===== config.mk =====
export PLATFORM = sky130hd
export DESIGN_NAME = waveform_window_statistics_core
export DESIGN_NICKNAME = d
export VERILOG_FILES = /design/src/rtl/wws_pkg.sv /design/src/rtl/wws_accum.sv /design/src/rtl/wws_math.sv /design/src/rtl/waveform_window_statistics_core.sv
export SDC_FILE = /design/constraint.sdc
export NUM_CORES = 1
export LEC_CHECK = 0
export BUFFER_PORTS_ARGS = -buffer_cell sky130_fd_sc_hd__buf_2
export CAP_MARGIN = 25
export CORE_MARGIN = 2
export CORE_UTILIZATION = 58
export DETAILED_ROUTE_END_ITERATION = 8
export GPL_TIMING_DRIVEN = 1
export PLACE_DENSITY = 0.77
export SLEW_MARGIN = 20
export SYNTH_ARGS = -nofsm -noshare
export SYNTH_HDL_FRONTEND = slang
export SYNTH_SLANG_ARGS = --single-unit

===== constraint.sdc =====
create_clock -name clk -period 11 [get_ports clk]
set_input_delay 1.1 -clock clk [delete_from_list [all_inputs] [get_ports clk]]
set_output_delay 1.1 -clock clk [all_outputs]
set_load 0.03 [all_outputs]

===== src/rtl/wws_pkg.sv =====
package wws_pkg;

  // Width of one voltage sample, signed Q10.6.
  localparam int SAMPLE_BITS = 16;
  localparam int CLIP_COUNT_W = 13;
  localparam int CFG_DATA_W = 16;
  localparam int CFG_INDEX_W = 1;

  localparam logic [CFG_INDEX_W-1:0] REG_PHASE_SELECT = 1'd0;
  localparam logic [CFG_INDEX_W-1:0] REG_CLIP_LIMIT = 1'd1;

  localparam logic [1:0] PHASE_A = 2'd0;
  localparam logic [1:0] PHASE_B = 2'd1;

  localparam logic [15:0] CLIP_LIMIT_RESET = 16'd20794;

  typedef struct packed {
    logic signed [SAMPLE_BITS-1:0] phase_a_sample;
    logic signed [SAMPLE_BITS-1:0] phase_b_sample;
    logic signed [SAMPLE_BITS-1:0] phase_c_sample;
    logic last_sample;
  } sample_t;

  typedef struct packed {
    logic [SAMPLE_BITS-1:0] rms_voltage;
    logic [SAMPLE_BITS-1:0] peak_to_peak;
    logic signed [SAMPLE_BITS-1:0] dc_offset;
    logic [CLIP_COUNT_W-1:0] clipped_count;
  } result_t;

  // Strobes from the top-level sequencer to the accumulator datapath.
  typedef struct packed {
    logic capture;
    logic square;
    logic accumulate;
    logic clear;
  } acc_ctrl_t;

endpackage


===== src/rtl/wws_accum.sv =====
module wws_accum #(
  parameter int MAX_WINDOW = 4096,
  parameter int TALLY_W = 13,
  parameter int SQ_W = 43,
  parameter int SUM_W = 29
) (
  input  logic clk,
  input  logic rst,
  input  wws_pkg::acc_ctrl_t ctrl,
  input  logic signed [wws_pkg::SAMPLE_BITS-1:0] sample,
  input  logic [wws_pkg::CFG_DATA_W-1:0] clip_limit,
  output logic [SQ_W-1:0] square_sum,
  output logic signed [SUM_W-1:0] value_sum,
  output logic signed [wws_pkg::SAMPLE_BITS-1:0] window_max,
  output logic signed [wws_pkg::SAMPLE_BITS-1:0] window_min,
  output logic [TALLY_W-1:0] clip_tally,
  output logic [TALLY_W-1:0] sample_tally
);
  import wws_pkg::*;

  logic signed [SAMPLE_BITS-1:0] value;
  logic [SAMPLE_BITS-1:0] mag;
  logic [SAMPLE_BITS-1:0] sample_mag;
  logic [2*SAMPLE_BITS-1:0] square;
  logic clip_hit;

  // Magnitude of the most negative code wraps to its unsigned value, which is right.
  assign sample_mag = sample[SAMPLE_BITS-1] ? SAMPLE_BITS'(-sample) : SAMPLE_BITS'(sample);

  always_ff @(posedge clk) begin
    if (ctrl.capture) begin
      value <= sample;
      mag <= sample_mag;
    end
    if (ctrl.square) begin
      square <= mag * mag;
      clip_hit <= ({{(CFG_DATA_W){1'b0}}, mag} >= {{(SAMPLE_BITS){1'b0}}, clip_limit});
    end
  end

  always_ff @(posedge clk) begin
    if (rst || ctrl.clear) begin
      square_sum <= '0;
      value_sum <= '0;
      window_max <= '0;
      window_min <= '0;
      clip_tally <= '0;
      sample_tally <= '0;
    end else if (ctrl.accumulate && (sample_tally < TALLY_W'(MAX_WINDOW))) begin
      if (sample_tally == '0) begin
        window_max <= value;
        window_min <= value;
      end else begin
        if (value > window_max) begin
          window_max <= value;
        end
        if (value < window_min) begin
          window_min <= value;
        end
      end
      square_sum <= square_sum + SQ_W'(square);
      value_sum <= value_sum + SUM_W'(value);
      clip_tally <= clip_tally + TALLY_W'(clip_hit);
      sample_tally <= sample_tally + TALLY_W'(1);
    end
  end

endmodule


===== src/rtl/wws_math.sv =====
module wws_math #(
  parameter int TALLY_W = 13,
  parameter int SQ_W = 43,
  parameter int SUM_W = 29
) (
  input  logic clk,
  input  logic rst,
  input  logic start,
  input  logic [SQ_W-1:0] square_sum,
  input  logic signed [SUM_W-1:0] value_sum,
  input  logic [TALLY_W-1:0] count,
  output logic done,
  output logic [wws_pkg::SAMPLE_BITS-1:0] rms,
  output logic signed [wws_pkg::SAMPLE_BITS-1:0] dc
);
  import wws_pkg::*;

  localparam int DIV_U = TALLY_W + 1;
  localparam int SQRT_U = SAMPLE_BITS + 3;
  localparam int U = (DIV_U > SQRT_U) ? DIV_U : SQRT_U;
  localparam int CNT_W = $clog2(SQ_W);
  localparam int RAD_W = 2 * SAMPLE_BITS;

  typedef enum logic [2:0] {
    M_IDLE,
    M_DIV_SQ,
    M_SQRT,
    M_DIV_DC,
    M_DONE
  } mstate_t;

  mstate_t state;
  logic [SQ_W-1:0] dvd;
  logic [SQ_W-1:0] dvd_next;
  logic [U-1:0] rem;
  logic [U-1:0] rem_next;
  logic [TALLY_W-1:0] divisor;
  logic [RAD_W-1:0] radicand;
  logic [SAMPLE_BITS-1:0] root;
  logic signed [SUM_W-1:0] vsum;
  logic [SUM_W-1:0] vsum_mag;
  logic [SAMPLE_BITS-1:0] quot;
  logic neg;
  logic [CNT_W-1:0] cnt;

  logic [U-1:0] op_a;
  logic [U-1:0] op_b;
  logic [U:0] diff;
  logic ge;

  assign vsum_mag = vsum[SUM_W-1] ? SUM_W'(-vsum) : SUM_W'(vsum);

  // The one shared subtractor: a restoring division step or a square-root digit step.
  always_comb begin
    case (state)
      M_DIV_SQ, M_DIV_DC: begin
        op_a = U'({rem[TALLY_W-1:0], dvd[SQ_W-1]});
        op_b = U'(divisor);
      end
      M_SQRT: begin
        op_a = {rem[U-3:0], radicand[RAD_W-1 -: 2]};
        op_b = U'({root, 2'b01});
      end
      default: begin
        op_a = '0;
        op_b = '0;
      end
    endcase
    diff = {1'b0, op_a} - {1'b0, op_b};
    ge = !diff[U];
    rem_next = ge ? diff[U-1:0] : op_a;
    dvd_next = {dvd[SQ_W-2:0], ge};
    quot = SAMPLE_BITS'(dvd_next);
  end

  assign done = (state == M_DONE);
  assign rms = root;

  always_ff @(posedge clk) begin
    if (rst) begin
      state <= M_IDLE;
    end else begin
      case (state)
        M_IDLE: begin
          if (start) begin
            dvd <= square_sum;
            divisor <= count;
            vsum <= value_sum;
            rem <= '0;
            cnt <= '0;
            state <= M_DIV_SQ;
          end
        end
        M_DIV_SQ: begin
          dvd <= dvd_next;
          if (cnt == CNT_W'(SQ_W - 1)) begin
            radicand <= RAD_W'(dvd_next);
            root <= '0;
            rem <= '0;
            cnt <= '0;
            state <= M_SQRT;
          end else begin
            rem <= rem_next;
            cnt <= cnt + CNT_W'(1);
          end
        end
        M_SQRT: begin
          radicand <= radicand << 2;
          root <= {root[SAMPLE_BITS-2:0], ge};
          if (cnt == CNT_W'(SAMPLE_BITS - 1)) begin
            dvd <= SQ_W'(vsum_mag);
            neg <= vsum[SUM_W-1];
            rem <= '0;
            cnt <= '0;
            state <= M_DIV_DC;
          end else begin
            rem <= rem_next;
            cnt <= cnt + CNT_W'(1);
          end
        end
        M_DIV_DC: begin
          dvd <= dvd_next;
          rem <= rem_next;
          cnt <= cnt + CNT_W'(1);
          if (cnt == CNT_W'(SQ_W - 1)) begin
            dc <= neg ? -quot : quot;
            state <= M_DONE;
          end
        end
        M_DONE: begin
          state <= M_IDLE;
        end
        default: begin
          state <= M_IDLE;
        end
      endcase
    end
  end

endmodule


===== src/rtl/waveform_window_statistics_core.sv =====
// A sample that does not close its window goes through the capture, square and accumulate steps,
// and the block takes no new request until it is through with the last one.
// A closing sample then runs the back end before its result reaches the
// result register: two SQ_W-step divisions and a 16-step square root on one subtractor.
// The result register lets the next window start while a result waits to be taken.
// Synchronous active-high reset clears all accumulators and loads the register defaults.
module waveform_window_statistics_core #(
  parameter int MAX_WINDOW = 4096
) (
  input  logic clk,
  input  logic rst,
  input  logic sample_valid,
  output logic sample_stall,
  input  wws_pkg::sample_t sample_data,
  output logic result_valid,
  input  logic result_stall,
  output wws_pkg::result_t result_data,
  input  logic cfg_write,
  input  logic [wws_pkg::CFG_INDEX_W-1:0] cfg_index,
  input  logic [wws_pkg::CFG_DATA_W-1:0] cfg_data
);
  import wws_pkg::*;

  // The sample counter must hold MAX_WINDOW itself; sums grow by that many bits.
  localparam int TALLY_W = $clog2(MAX_WINDOW + 1);
  localparam int SQ_W = 2 * SAMPLE_BITS - 2 + TALLY_W;
  localparam int SUM_W = SAMPLE_BITS + TALLY_W;

  typedef enum logic [2:0] {
    T_IDLE,
    T_SQUARE,
    T_ACCUM,
    T_START,
    T_MATH,
    T_LOAD
  } tstate_t;

  tstate_t state;
  logic [1:0] phase_select;
  logic [CFG_DATA_W-1:0] clip_limit;
  logic last_reg;
  logic [SAMPLE_BITS-1:0] p2p_hold;
  logic [CLIP_COUNT_W-1:0] clip_hold;

  acc_ctrl_t acc_ctrl;
  logic signed [SAMPLE_BITS-1:0] selected;
  logic accept;

  logic [SQ_W-1:0] square_sum;
  logic signed [SUM_W-1:0] value_sum;
  logic signed [SAMPLE_BITS-1:0] window_max;
  logic signed [SAMPLE_BITS-1:0] window_min;
  logic [TALLY_W-1:0] clip_tally;
  logic [TALLY_W-1:0] sample_tally;

  logic math_done;
  logic [SAMPLE_BITS-1:0] math_rms;
  logic signed [SAMPLE_BITS-1:0] math_dc;
  logic out_free;

  // Configuration registers. The unused selector code falls through to phase C.
  always_ff @(posedge clk) begin
    if (rst) begin
      phase_select <= PHASE_A;
      clip_limit <= CLIP_LIMIT_RESET;
    end else if (cfg_write) begin
      case (cfg_index)
        REG_PHASE_SELECT: phase_select <= cfg_data[1:0];
        REG_CLIP_LIMIT: clip_limit <= cfg_data;
        default: begin
        end
      endcase
    end
  end

  always_comb begin
    case (phase_select)
      PHASE_A: selected = sample_data.phase_a_sample;
      PHASE_B: selected = sample_data.phase_b_sample;
      default: selected = sample_data.phase_c_sample;
    endcase
  end

  // The sequencer takes a new request only when it has nothing in flight.
  assign sample_stall = (state != T_IDLE);
  assign accept = sample_valid && !sample_stall;
  assign out_free = !result_valid || !result_stall;

  assign acc_ctrl.capture = accept;
  assign acc_ctrl.square = (state == T_SQUARE);
  assign acc_ctrl.accumulate = (state == T_ACCUM);
  // The math unit snapshots the sums on the same edge that clears them.
  assign acc_ctrl.clear = (state == T_START);

  wws_accum #(
    .MAX_WINDOW(MAX_WINDOW),
    .TALLY_W(TALLY_W),
    .SQ_W(SQ_W),
    .SUM_W(SUM_W)
  ) u_accum (
    .clk(clk),
    .rst(rst),
    .ctrl(acc_ctrl),
    .sample(selected),
    .clip_limit(clip_limit),
    .square_sum(square_sum),
    .value_sum(value_sum),
    .window_max(window_max),
    .window_min(window_min),
    .clip_tally(clip_tally),
    .sample_tally(sample_tally)
  );

  wws_math #(
    .TALLY_W(TALLY_W),
    .SQ_W(SQ_W),
    .SUM_W(SUM_W)
  ) u_math (
    .clk(clk),
    .rst(rst),
    .start(state == T_START),
    .square_sum(square_sum),
    .value_sum(value_sum),
    .count(sample_tally),
    .done(math_done),
    .rms(math_rms),
    .dc(math_dc)
  );

  always_ff @(posedge clk) begin
    if (rst) begin
      state <= T_IDLE;
      result_valid <= 1'b0;
    end else begin
      // A taken result empties the register unless the load step refills it.
      if (result_valid && !result_stall && (state != T_LOAD)) begin
        result_valid <= 1'b0;
      end
      case (state)
        T_IDLE: begin
          if (accept) begin
            last_reg <= sample_data.last_sample;
            state <= T_SQUARE;
          end
        end
        T_SQUARE: state <= T_ACCUM;
        T_ACCUM: state <= last_reg ? T_START : T_IDLE;
        T_START: begin
          // Peak-to-peak keeps only the low bits of the difference.
          p2p_hold <= SAMPLE_BITS'(window_max - window_min);
          clip_hold <= CLIP_COUNT_W'(clip_tally);
          state <= T_MATH;
        end
        T_MATH: begin
          if (math_done) begin
            state <= T_LOAD;
          end
        end
        T_LOAD: begin
          // Hold the result until the output register is empty or being emptied.
          if (out_free) begin
            result_data.rms_voltage <= math_rms;
            result_data.peak_to_peak <= p2p_hold;
            result_data.dc_offset <= math_dc;
            result_data.clipped_count <= clip_hold;
            result_valid <= 1'b1;
            state <= T_IDLE;
          end
        end
        default: state <= T_IDLE;
      endcase
    end
  end

  // A result only ever appears from the load step.
  assert property (@(posedge clk) disable iff (rst)
    $rose(result_valid) |-> $past(state) == T_LOAD)
    else $error("result appeared outside the load step");

  // The math unit finishes only while the sequencer waits for it.
  assert property (@(posedge clk) disable iff (rst)
    math_done |-> state == T_MATH)
    else $error("math unit finished while not awaited");

  // A closing sample always leads into the back-end computation.
  assert property (@(posedge clk) disable iff (rst)
    (state == T_ACCUM && last_reg) |=> state == T_START)
    else $error("closing sample did not start the back end");

  // The sample counter never passes the window limit.
  assert property (@(posedge clk) disable iff (rst)
    sample_tally <= TALLY_W'(MAX_WINDOW))
    else $error("sample count beyond window limit");

endmodule

==> Yosys cells after proc, flatten, opt, wreduce, memory -nomap -nowiden <==
Cells that the tools add are included.
Widths: inputs -> output; s select.
{ "word_totals": {"ff_bits": 484, "output_inout_bits": 63} }
{ "classes": {"magnitude_cmp": 4, "eq_ne": 20, "mul": 1, "bitwise_logic": 2, "reduce_logical": 36, "muxes": 39, "addsub": 10} }
{ "ops": {"columns": ["cell", "n"], "rows": [
  ["$pmux 43 s3", 1],
  ["$mux 16", 6],
  ["$mux 43", 2],
  ["$mux 17", 4],
  ["$pmux 17 s4", 1],
  ["$pmux 16 s2", 2],
  ["$pmux 32 s2", 1],
  ["$add 43x32->43", 1],
  ["$pmux 19 s2", 1],
  ["$pmux 18 s2", 1],
  ["$mul 16x16->32", 1],
  ["$mux 32", 1],
  ["$neg 16->16", 2],
  ["$add 29x16->29", 1],
  ["$mux 29", 1],
  ["$neg 29->29", 1],
  ["$pmux 6 s4", 1],
  ["$reduce_and 3->1", 8],
  ["$mux 3", 7],
  ["$sub 19x18->20", 1],
  ["$mux 6", 3],
  ["$pmux 3 s6", 1],
  ["$ge 16x16->1", 1],
  ["$gt 16x16->1", 1],
  ["32 further kinds", 62]
]} }

==> Depth between registers and ports, before layout <==
Gate-level depths: netlist of run 1.
{ "depth": {"ltp_word": 7, "ltp_mapped": 24, "depth_no_buf": 23} }

==> Modules after synthesis <==
Synthesis of run 1 repeated with hierarchy kept, for this count alone.
{ "unflattened": {"cells_unflattened": 3333, "hier_area_um2": 32637.6} }
{ "by_module_without_submodules": {"columns": ["module", "seq_area_each_um2", "cells_each", "instances", "area_each_um2"], "rows": [
  ["wws_accum", 4494.3, 2144, 1, 18861.8],
  ["wws_math", 5255.0, 809, 1, 8986.1],
  ["waveform_window_statistics_core", 3173.0, 380, 1, 4789.6]
]} }

==> Worst setup path before layout of run 1 <==
Ideal clock, no wire load.
{ "synth_path": {"kind": "in2reg", "start": "input port rst", "end": "register u_math.dvd[0], enable pin", "path_slack_ns": 4.580, "arrival_time_ns": 5.909, "cell_stages": 3, "t_required_ns": 10.489, "n_path_buf": 0, "path_cell_list": "or2_2 > a21oi_1 > a21boi_0"} }
{ "synth_between": {"elab_chain_len": 2} }
{ "synth_lines": {"columns": ["item", "line_no", "source"], "rows": [
  ["start: declaration", "waveform_window_statistics_core.sv:11", "input logic rst,"],
  ["$not 1->1 (no source line)", null, null],
  ["$reduce_and 4->1 (no source line)", null, null],
  ["end signal: assignment", "wws_math.sv:86", "dvd <= square_sum;"],
  ["end signal: assignment", "wws_math.sv:95", "dvd <= dvd_next;"],
  ["end signal: assignment", "wws_math.sv:111", "dvd <= SQ_W'(vsum_mag);"],
  ["end: declaration", "wws_math.sv:33", "logic [SQ_W-1:0] dvd;"]
]} }
Every way passes these cells.
A chain may end at the register's enable or synchronous reset.

==> Worst setup path after layout of run 1 <==
{ "layout_path": {"start": "register u_accum.mag[0]", "end": "register u_accum.square[31] (data pin)"} }
{ "layout_between": {"elab_chain_len": 1} }
{ "layout_lines": {"columns": ["item", "line_no", "source"], "rows": [
  ["start: declaration", "wws_accum.sv:22", "logic [SAMPLE_BITS-1:0] mag;"],
  ["start signal: assignment", "wws_accum.sv:33", "mag <= sample_mag;"],
  ["$mul 16x16->32", "wws_accum.sv:36", "square <= mag * mag;"],
  ["end signal: assignment", "wws_accum.sv:36", null],
  ["end: declaration", "wws_accum.sv:24", "logic [2*SAMPLE_BITS-1:0] square;"]
]} }
Every way passes these cells.

==> impl_metrics.csv, run 1 <==
group,metric,value,unit
grt,grt_first_pass_wirelength,121,mm
critical_path,start_kind,"register",
layout,fillers,4110,
clock_tree,insertion_delay,0.62,ns
layout,final_cell_mix,"nand2_1, inv_1, edfxtp_1",
sta,fin_tns_setup,0,ns
synth,synth_xor_area_share,4.91,%
grt,grt_start_max_net_pins,79,
synth,synth_top_family_by_area,"adder cells",
routing,routedWlPerCell,18.5,microns
clock_tree,cts_buffer_depth,3,
sta,fin_crit_sh,63.4,%
layout,regMostFlops,"result_data",
critical_path,cp-end-kind,"register",
layout,area_growth,9.41,%
synth,ys.flop_type,"edfxtp_1",
synth,syn_area_per_cell,9.90,sq um
clock_tree,hold_buffers,0,
clock_tree,cts-root-buf,"clkbuf_16",
sta,drv_slew,0,
floorplan,fp.coreArea,54100,sq um
grt,grt_remaining_overflow,0,
layout,reg_top3,"result_data: 61 flops, u_accum.square_sum: 43 flops, u_math.dvd: 43 flops",
clock_tree,post_cts_buffers,0,
layout,antenna_cells,0,
critical_path,crit_fanout,20,
synth,ys_seq_area_share,40.5,%
floorplan,die_width,239,microns
layout,final_common_cell,"nand2_1",
clock_tree,cts_sinks,482,
power_and_ir_drop,power_density,329,nW/um^2
synth,ys_ff_latch,482,
synth,syn-num-nets,3706,
power_and_ir_drop,power.total,0.0115,W
sta,worst_slew_pin_slew,1.03,ns
layout,fin_util,64.5,%
place,gp_congestion,0.900,
routing,via_per_inst,5.91,
routing,wl,74.5,mm
synth,synthAdderAreaFrac,20.1,%
routing,drtAntennaViolNets,0,
sta,whs,0.415,ns
critical_path,path_class,"register to register",
place,dp_hpwl,55.0,mm
flow_run,drv_cap,0,
floorplan,num_rows,85,
grt,antenna_found_initial,0,
floorplan,die_height,239,microns
synth,yosys_warnings,0,
layout,nets,3779,
sta,rsz0062_at_grt,"false",
critical_path,cp_data_arrival_time,7.30,ns
sta,max_freq,143,MHz
synth,synthMuxAreaShare,1.27,%
place,portBuffers,133,
synth,synth_compound_area_share,13.4,%
clock_tree,numCtsBuffers,51,
min_path,min_path_type,"register to register",
synth,netlist_instances,3222,
floorplan,start_util,58.9,%
grt,grt_pass1_vias,24200,
layout,largest_register_ffs,61,
clock_tree,cts_tree,"built",
synth,synth_cell_type_count,76,
sta,fin_worst_skew,0.0454,ns
outcome,status,"complete, no violations",
power_and_ir_drop,power.leakage,14.7,nW
clock_tree,ctsResizeCount,0,
sta,fin_crit,6.97,ns
floorplan,die-area,56900,sq um
sta,setup_violations,0,
clock_tree,clkTransAtPathRegs,0.07,ns
synth,syn_area,31900,sq um
routing,firstDrtPassIters,6,
grt,track_usage,26.1,%
power_and_ir_drop,peakVddDrop,0.000707,V
synth,yosys.area_share.simple,14.1,%
clock_tree,htree_levels,2,
synth,synth_edf_count,327,
floorplan,io_pins,134,
routing,drc_errors,0,
sta,slew_headroom,31.4,%
routing,vias,23900,
routing,drtIter0Drc,1942,
critical_path,required,11.33,ns
sta,hold_viol,0,
layout,drive_above_1_share,8.57,%
synth,synth_async_sr_flop_share,0,%
==> Yosys cell counts (75+ instances only) <==
cell type	number	area share (%)
nand2_1	420	4.9
inv_1	342	4.0
edfxtp_1	327	31
ha_1	246	9.6
a21oi_1	216	3.4
nor2_1	170	2.0
fa_1	167	10
dfxtp_1	155	9.7
clkbuf_1	116	1.4
xnor2_1	116	3.2
o21ai_0	103	1.6
nand3_1	85	1.3
and2_1	75	1.5
==> critical path, stage by stage (launching register included) <==
cell	delay, ns
edfxtp_1	0.83
inv_1	0.31
nor2_1	0.27
inv_1	0.10
fa_1	0.45
fa_1	0.55
inv_1	0.04
ha_1	0.31
fa_1	0.51
fa_1	0.54
inv_1	0.05
fa_1	0.53
inv_1	0.04
ha_1	0.37
a21o_1	0.25
a31oi_1	0.29
a311oi_1	0.19
o21ai_1	0.29
o311ai_1	0.19
o41ai_1	0.44
xnor2_1	0.12
==> routing by layer <==
layer / routed length, microns / part of all wire (%) / vias up / GRT usage, %
li1: - / - / 11300 / -
met1: 31500 / 42 / 11600 / 34.1
met2: 36600 / 49 / 823 / 45.6
met3: 4460 / 6.0 / 147 / 3.28
met4: 1910 / 2.6 / 0 / 8.07
met5: 0 / 0 / - / 0
==> final cells by class <==
class                           count  area, sq um  area share (%)
Multi-Input combinational cell   2262        17200            49.4
Sequential cell                   482        12900            37.0
Clock buffer                       68         1480            4.23
Inverter                          343         1290            3.69
Tap cell                          696          871            2.50
Timing Repair Buffer              155          851            2.44
Clock inverter                     28          251           0.721
==> cell families after synthesis <==
group | Yosys count
adder cells (fa/ha/maj) | 413
AO/OA/AOI/OAI | 664
XOR/XNOR | 179
buffers and inverters | 478
multiplexers | 40
flip-flops | 482
AND/OR/NAND/NOR | 966
==> stage by stage <==
stage	setup slack (ns)	cell area (sq um)	instances
2_1_floorplan	4.58	31900	3222
3_3_place_gp	4.26	33100	3937
3_5_place_dp	4.13	33100	3937
4_1_cts	4.08	34900	4033
5_1_grt	3.72	34900	4034
6_report	4.03	34900	4034
==> power breakdown <==
part	total, W	internal [W]	switching, W
logic	0.00721	0.00306	0.00415
clock network	0.00175	0.00100	0.000755
registers	0.00250	0.00238	0.000118
==> worst paths after layout <==
check	from	end	slack, ns	depth (start not counted)
hold reg to reg	p2p_hold[3]	result_data[32]	0.41	0
hold / removal	p2p_hold[3]	result_data[32]	0.41	0
setup / recovery	u_accum.mag[0]	u_accum.square[31]	4.03	20
setup reg to reg	u_accum.mag[0]	u_accum.square[31]	4.03	20
No activity file was read; power rests on OpenSTA's default activity.
==> run 2, diff against run 1 <==
==> constraint.sdc (replaced) <==
create_clock -name clk -period 7.05 [get_ports clk]
set_input_delay 0.705 -clock clk [delete_from_list [all_inputs] [get_ports clk]]
set_output_delay 0.705 -clock clk [all_outputs]
set_load 0.03 [all_outputs]
==> impl_metrics.csv, run 2 (synthesis gave the netlist of run 1 again) <==
group,metric,value,unit
floorplan,fp.coreArea,54100,sq um
power_and_ir_drop,power_frac_comb,64.0,%
clock_tree,htree_levels,2,
floorplan,start_util,58.9,%
clock_tree,cts_buffer_depth,3,
place,placedCellCount,3952,
grt,grt_remaining_overflow,0,
power_and_ir_drop,sw_frac_of_total,44.1,%
grt,track_usage,26.3,%
routing,routedWlPerCell,18.3,microns
flow_run,drv_cap,0,
routing,wl,73.9,mm
critical_path,ff2ff_setup_slack,0.34,ns
place,gp_congestion,0.941,
sta,max_freq,149,MHz
routing,drtIter0Drc,1922,
layout,reg_top3,"result_data: 61 flops, u_accum.square_sum: 43 flops, u_math.dvd: 43 flops",
critical_path,crit_fanout,7,
critical_path,path_delay_family,"adder cells",
power_and_ir_drop,power.leakage,14.7,nW
clock_tree,cts-root-buf,"clkbuf_16",
power_and_ir_drop,peakVddDrop,0.000890,V
floorplan,die_height,239,microns
layout,nets,3793,
critical_path,slowest_delay,0.53,ns
floorplan,die_width,239,microns
critical_path,crit_chain,"inv_1, nor2_1, fa_1, inv_1, fa_1, inv_1, fa_1, inv_1, fa_1, inv_1, fa_1, inv_1, fa_1, inv_1, ha_1, a21oi_1, nand2_1, o21ai_1, a311oi_1, o21ai_2, o311ai_2, o41ai_2, xnor2_1",
sta,fin_crit,6.71,ns
critical_path,cp_data_arrival_time,7.04,ns
layout,regMostFlops,"result_data",
critical_path,cpMostUsedCell,"inv_1",
critical_path,cp-end-kind,"register",
sta,hold_viol,0,
floorplan,io_pins,134,
sta,fin_crit_sh,95.2,%
floorplan,num_rows,85,
routing,firstDrtPassIters,6,
layout,layoutNonFillerInstCount,4046,
sta,setup_violations,0,
layout,antenna_cells,0,
clock_tree,clkTransAtPathRegs,0.06,ns
sta,drv_slew,0,
routing,drtAntennaViolNets,0,
clock_tree,cts_tree,"built",
layout,largest_register_ffs,61,
grt,antenna_found_initial,2,
grt,grt_first_pass_wirelength,121,mm
place,dp_hpwl,55.3,mm
sta,rsz0062_at_grt,"false",
sta,worst_slew_pin_slew,1.01,ns
routing,via_per_inst,5.91,
power_and_ir_drop,clkPwrFrac,14.5,%
routing,vias,23900,
grt,grt_pass1_vias,24200,
layout,drive_above_1_share,8.87,%
layout,final_cell_mix,"nand2_1, inv_1, edfxtp_1",
floorplan,die-area,56900,sq um
clock_tree,cts_sinks,482,
outcome,status,"complete, no violations",
critical_path,start_kind,"register",
layout,area_growth,9.44,%
clock_tree,insertion_delay,0.61,ns
power_and_ir_drop,p_int,0.0100,W
sta,fin_worst_skew,0.0343,ns
place,portBuffers,133,
critical_path,cpMaxStageDelayCell,"fa_1",
clock_tree,numCtsBuffers,50,
power_and_ir_drop,switchingPower,0.00792,W
sta,slew_headroom,32.9,%
sta,fin_tns_setup,0,ns
critical_path,cp.buffers_inverters,7,
routing,drc_errors,0,
power_and_ir_drop,power_density,515,nW/um^2
layout,final_common_cell,"nand2_1",
grt,grt_start_max_net_pins,79,
min_path,min_path_type,"primary input to register",
critical_path,required,7.38,ns
power_and_ir_drop,pwr-share-seq,21.5,%
critical_path,path_class,"register to register",
run 2: cell types whose count changed in the layout (fill, tap and decap cells not counted), sizes merged:
cell	previous run	this run
buf	155	170
inv	346	345
clkinv	20	16
clkbuf	68	70
run 2: per-layer routing:
metal / track usage, % / up-vias / routed length, microns
met1: 34.3 / 11600 / 31400
met3: 3.58 / 169 / 4340
met4: 9.60 / 2 / 2430
li1: - / 11300 / -
met5: 0 / - / 15
met2: 44.8 / 804 / 35800
run 2: power by group through the flow:
| stage | Combinational [W] | Clock (W) | Sequential (W) |
|---|---|---|---|
| after floorplan | 0.00880 | 0 | 0.00384 |
| after global placement | 0.0109 | 0 | 0.00391 |
| after detailed placement | 0.0112 | 0 | 0.00392 |
| after CTS | 0.0113 | 0.00265 | 0.00386 |
| after global routing | 0.0129 | 0.00275 | 0.00387 |
| final | 0.0115 | 0.00260 | 0.00386 |
run 2: final timing paths:
check,start,to,depth (start not counted)
min reg2reg,clip_hold[2],result_data[2],0
max reg2reg,u_accum.mag[8],u_accum.square[31],23
min,sample_data[0],last_reg,1
max,u_accum.mag[8],u_accum.square[31],23
run 2: metrics by stage:
stage / power (W) / util [%] / cell area (sq um) / setup WS, ns / hold WS (ns)
2_1_floorplan: 0.0126 / - / 31900 / 0.741 / 0.400
4_1_cts: 0.0179 / 64.4 / 34900 / 0.228 / 0.280
6_report: 0.0180 / 64.5 / 34900 / 0.342 / 0.311
5_1_grt: 0.0195 / 64.5 / 34900 / 0.0299 / 0.296
3_3_place_gp: 0.0148 / 61.4 / 33300 / 0.451 / 0.401
3_5_place_dp: 0.0151 / 61.4 / 33300 / 0.233 / 0.405
run 2: layout make-up:
cell class              instances  area, sq um
fillers                      4238        19200
multi-input cells            2262        17300
well taps                     696          871
flip-flops and latches        482        12900
clock buffers                  70         1410
repair buffers                170          951
clock inverters                23          208
inverters                     343         1290
run 2: worst reg2reg max path, stage by stage (launching register included):
cell and delay [ns]:
edfxtp_1 0.51, inv_1 0.29, nor2_1 0.14, fa_1 0.52, inv_1 0.06, fa_1 0.49
inv_1 0.06, fa_1 0.50, inv_1 0.05, fa_1 0.48, inv_1 0.06, fa_1 0.53
inv_1 0.05, fa_1 0.53, inv_1 0.04, ha_1 0.35, a21oi_1 0.26, nand2_1 0.12
o21ai_1 0.31, a311oi_1 0.20, o21ai_2 0.25, o311ai_2 0.18, o41ai_2 0.36, xnor2_1 0.11
run 2: timing repair:
action                                  in CTS  in global routing
setup buffers                                0                  0
endpoints found under the setup margin       0                  1
hold buffers                                 0                  0
gates resized for setup                      0                  3
